**src/rtl/pit_pkg.sv**
```systemverilog
// shared widths and pipeline control types for the point-in-triangle test
// no dependencies
`default_nettype none
package pit_pkg;

  // coordinate width, two's complement, 16 fraction bits
  localparam int unsigned CoordWidth = 24;
  // edge vector component
  localparam int unsigned DiffWidth  = CoordWidth + 1;
  // product of a pair of edge components
  localparam int unsigned ProdWidth  = 2 * DiffWidth;
  // 2d cross product
  localparam int unsigned CrossWidth = ProdWidth + 1;
  // s + t - d
  localparam int unsigned SumWidth   = CrossWidth + 2;

  typedef logic signed [CoordWidth-1:0] coord_t;
  typedef logic signed [DiffWidth-1:0]  diff_t;
  typedef logic signed [ProdWidth-1:0]  prod_t;
  typedef logic signed [CrossWidth-1:0] cross_t;
  typedef logic signed [SumWidth-1:0]   sum_t;

  // load enables for the two stages inside the cross product unit
  typedef struct packed {
    logic en_mul;
    logic en_sub;
  } pit_stage_en_t;

endpackage
`default_nettype wire

```
**src/rtl/pit_cross.sv**
```systemverilog
// two-stage 2d cross product x0*y1 - y0*x1: registered products, then registered difference
// depends on pit_pkg
`default_nettype none
module pit_cross (
  input  logic                  clk_i,
  input  pit_pkg::pit_stage_en_t stage_en_i,
  input  pit_pkg::diff_t        x0_i,
  input  pit_pkg::diff_t        y0_i,
  input  pit_pkg::diff_t        x1_i,
  input  pit_pkg::diff_t        y1_i,
  output pit_pkg::cross_t       cross_o
);
  import pit_pkg::*;

  prod_t  p0_q, p0_d;
  prod_t  p1_q, p1_d;
  cross_t cross_q, cross_d;

  always_comb begin
    p0_d    = prod_t'(x0_i) * prod_t'(y1_i);
    p1_d    = prod_t'(y0_i) * prod_t'(x1_i);
    cross_d = cross_t'(p0_q) - cross_t'(p1_q);
  end

  // payload only, no reset
  always_ff @(posedge clk_i) begin
    if (stage_en_i.en_mul) begin
      p0_q <= p0_d;
      p1_q <= p1_d;
    end
    if (stage_en_i.en_sub) begin
      cross_q <= cross_d;
    end
  end

  assign cross_o = cross_q;

endmodule
`default_nettype wire

```
**config.mk**
```make
export PLATFORM = sky130hd
export DESIGN_NAME = pit_cross
export DESIGN_NICKNAME = d
export VERILOG_FILES = /design/src/rtl/pit_pkg.sv /design/src/rtl/pit_cross.sv
export SDC_FILE = /design/constraint.sdc
export NUM_CORES = 2
export LEC_CHECK = 0
export BUFFER_PORTS_ARGS = -buffer_cell sky130_fd_sc_hd__buf_4
export CORE_ASPECT_RATIO = 1.25
export CORE_MARGIN = 2
export CORE_UTILIZATION = 45
export DETAILED_ROUTE_END_ITERATION = 12
export PLACE_DENSITY = 0.72
export SETUP_SLACK_MARGIN = 0.02
export SLEW_MARGIN = 20
export SYNTH_ARGS = -nofsm -noshare
export SYNTH_HDL_FRONTEND = slang
export SYNTH_SLANG_ARGS = --single-unit
```
**constraint.sdc**
```tcl
create_clock -name clk_i -period 8 [get_ports clk_i]
set_input_delay 1.6 -clock clk_i [delete_from_list [all_inputs] [get_ports clk_i]]
set_output_delay 1.6 -clock clk_i [all_outputs]
set_load 0.005 [all_outputs]
```
==> metrics.md <==
| Metric | Value |
|---|---|
| Post-synth EDFFs | about 150 |
| Most numerous cell in the Yosys netlist | inv_1 |
| FF-to-FF setup slack | roughly 4100 ps |
| Largest net degree at the start of global routing | 52 |
| CP most frequent cell | fa_1 |
| Top post-synthesis cells by area | fa_1 (50%), inv_1 (9.6%), edfxtp_1 (8.6%) |
| CTS root buffer | clkbuf_16 |
| Place WS | -480 ps |
| Period utilization | a little over nine tenths |
| CTS tree | yes |
| Residual DRC | 0 |
| Unrepaired setup endpoints after global routing | yes |
| Clock Latency Late Sink | around 440 ps |
| Post-synth net total | roughly 7200 |
| CP endpoint kind | flop |
| Final worst slack | 216 ps |
| ANT nets after route | 0 |
| Slew @ Worst Pin | approximately 780 ps |
| Filler Cell Count | ~10000 |
| Fin crit period | 7780 ps |
| Io pins | about 150 |
| Grt total ovfl | 0 |
| GRT Total Usage | 22.9% |
| Worst stage delay on the critical path | around 600 ps |
| Number of CTS-inserted buffers | 17 |
| Syn Inst Count | about 5500 |
| Sequential-to-total area share from yosys stat | between 8 and 9% |
| Hold WC Path Type | reg -> reg |
| RR Startpoint | p0_q[0]$_DFFE_PP_ |
| Initial drt markers | ~2100 |
| Initial Util | a little under half |
| Clock tree sinks | 151 |
| DR pass1 iterations | 6 |
| Synth warnings | 0 |
| Slew HR | between 40% and 50% |
| CP arrival | ~8000 ps |
| Slew Limit Fails | 0 |
| Commonest cells in the synthesized netlist | inv_1 (1347), fa_1 (1317), nand2_1 (651) |
| FFs w/ async S/R, synth | 0% |
| Worst Reg-to-Reg Cells | 14 |
| Chip Height | roughly 390 um |
| CTS Hold Buffers Added | 0 |
| HPWL after detailed placement | 114 mm |
| Crit-path max FO | 15 |
| Clk_skew | ~11 ps |
| Req. time, crit path | 8190 ps |
| Hold path cells | 2 |
| Critical path's slowest cell | fa_2 |
| Setup crit start | y1_i[5] |
| Area delta synth->final | 13.6% |
| Core Region | 0.116 mm2 |
| Seq cells post-synth | about 150 |
| Ys flop type | edfxtp_1 |
| Max Cap Violations | 0 |
| Hold_sp | p1_q[0]$_DFFE_PP_ |
| Post-synth top area cell | fa_1 |
| Setup-failing EPs final | 0 |
| Die Wd | a little over 300 um |
| Syn Area/Cell | roughly 9.7 um2 |
| Crit start category | input port |
| Htree depth | 4 |
| Max Root-Sink Buffers | 2 |
| Routability cong. | between 0.9 and 1 |
| Worst-path clk slew | around 70 ps |
| Vias/cell | approximately 5.1 |
| Final Net Count | 7627 |
| Hold_ws | ~640 ps |
| Initial antenna violation count | 9 |
| Row count | 140 |
| Post-Syn Area | 0.0528 mm2 |
| Area share of the largest cell type after synthesis | about 50% |
| Status | completed |
| First-pass GRT wire length | 216 mm |
| Post-synth cell types | 80 |
| Vias | between 30000 and 40000 |
| Fin. Hold Viols | 0 |
| Crit Path Category | in -> reg |
| Drt total wl | roughly 130 mm |
| Via count of the first global-routing pass | roughly 43000 |
| R2r endpoint | cross_o[48]$_DFFE_PP_ |
| IO Port Bufs | approximately 150 |
| Hold EP | cross_o[0]$_DFFE_PP_ |
| F_max | 128 MHz |
| DIE AREA | roughly 0.12 mm2 |
| Share of cells above drive strength 1 | between 10% and 20% |
| Routed len/inst | between 15 and 20 um |
[stage by stage]
stage                     cell area (um2)  cells  TNS, ps  utilization [%]
after floorplan                     53000   5466    -61.2                -
after global placement              58800   7411    -8040             50.5
after detailed placement            58800   7411    -9550             50.5
after CTS                           59400   7442        0             51.0
after global routing                60000   7456    -93.2             51.5
final                               60000   7456        0             51.5
[layout make-up]
class                      instances  area [um2]  share of cell area (%)
timing repair buffer             629        5080                    8.47
clock inverter                    14         160                   0.267
antenna                            7        17.5                  0.0292
inverter                        1348        5060                    8.44
tap                             1562        1950                    3.26
multi-input combinational       3728       42700                    71.3
sequential                       151        4530                    7.56
clock buffer                      17         425                   0.709
[cells in the final DEF (no fill, tap or decap), types with 9 or more instances in the layout]
cell type  instances
o21a_1            14
fa_2              18
edfxtp_1         151
a21oi_1          121
o21bai_1          15
nand2b_1          30
buf_6             26
nor2_1            73
nand3_1           25
nand2_1          649
ha_1             319
and2_4            11
a21oi_2           13
fa_1            1299
buf_12            21
a31oi_1            9
a21o_1            84
o211ai_1           9
nand4_1           29
xnor2_1          107
nor3_1            10
o21ai_0           59
and2_1           600
buf_4            582
nor2b_1           34
xor2_1            53
clkbuf_16         17
and3_1            10
inv_1           1339
ha_4              10
[per-layer routing]
| metal | vias to the layer above | GRT usage (%) | part of all wire (%) |
|---|---|---|---|
| li1 | 16900 | - | - |
| met1 | 19700 | 26.6 | 36 |
| met2 | 1090 | 41.3 | 54 |
| met3 | 357 | 2.14 | 4.2 |
| met4 | 2 | 12.4 | 6.3 |
| met5 | - | 0 | 0.010 |
[worst max-delay path by stage]
stage                               endpoint  depth (start not counted)
after floorplan           p0_q[49]$_DFFE_PP_                         26
after global placement    p0_q[49]$_DFFE_PP_                         28
after detailed placement  p1_q[49]$_DFFE_PP_                         25
after CTS                 p0_q[49]$_DFFE_PP_                         28
after global routing      p0_q[37]$_DFFE_PP_                         27
final                     p0_q[49]$_DFFE_PP_                         27
[timing repair]
| item | 4_1_cts | 5_1_grt |
|---|---|---|
| pin swaps | 0 | 72 |
| gates resized for setup | 2 | 117 |
| buffers inserted | 0 | 7 |
| endpoints found under the setup margin | 3 | 31 |
| cloned | 0 | 0 |
[worst max-delay path, delay by kind of cell]
| kind | cells | cell delay [ps] |
|---|---|---|
| xor gates and xnor gates | 1 | 80 |
| adders and majority gates | 8 | 3750 |
| buffers and inverters | 9 | 990 |
| and+or+nand+nor | 2 | 400 |
| AOI/OAI and AO/OA | 7 | 1140 |
[flip-flops by register name, indices dropped and copies added, names as in the netlist]
register,count
p1_q,50
p0_q,50
cross_o,51
[cell families after synthesis]
kind of cell             synth area share, %
AO/OA/AOI/OAI                           5.26
flip-flops                              8.59
AND/OR/NAND/NOR                         14.3
adder cells (fa/ha/maj)                 57.8
XOR/XNOR                                2.67
multiplexers                          0.0616
buffers and inverters                   11.3
Power is left out: the tool's default activity adds up to more than one toggle a clock period on the data nets, which glitch-free logic cannot reach.
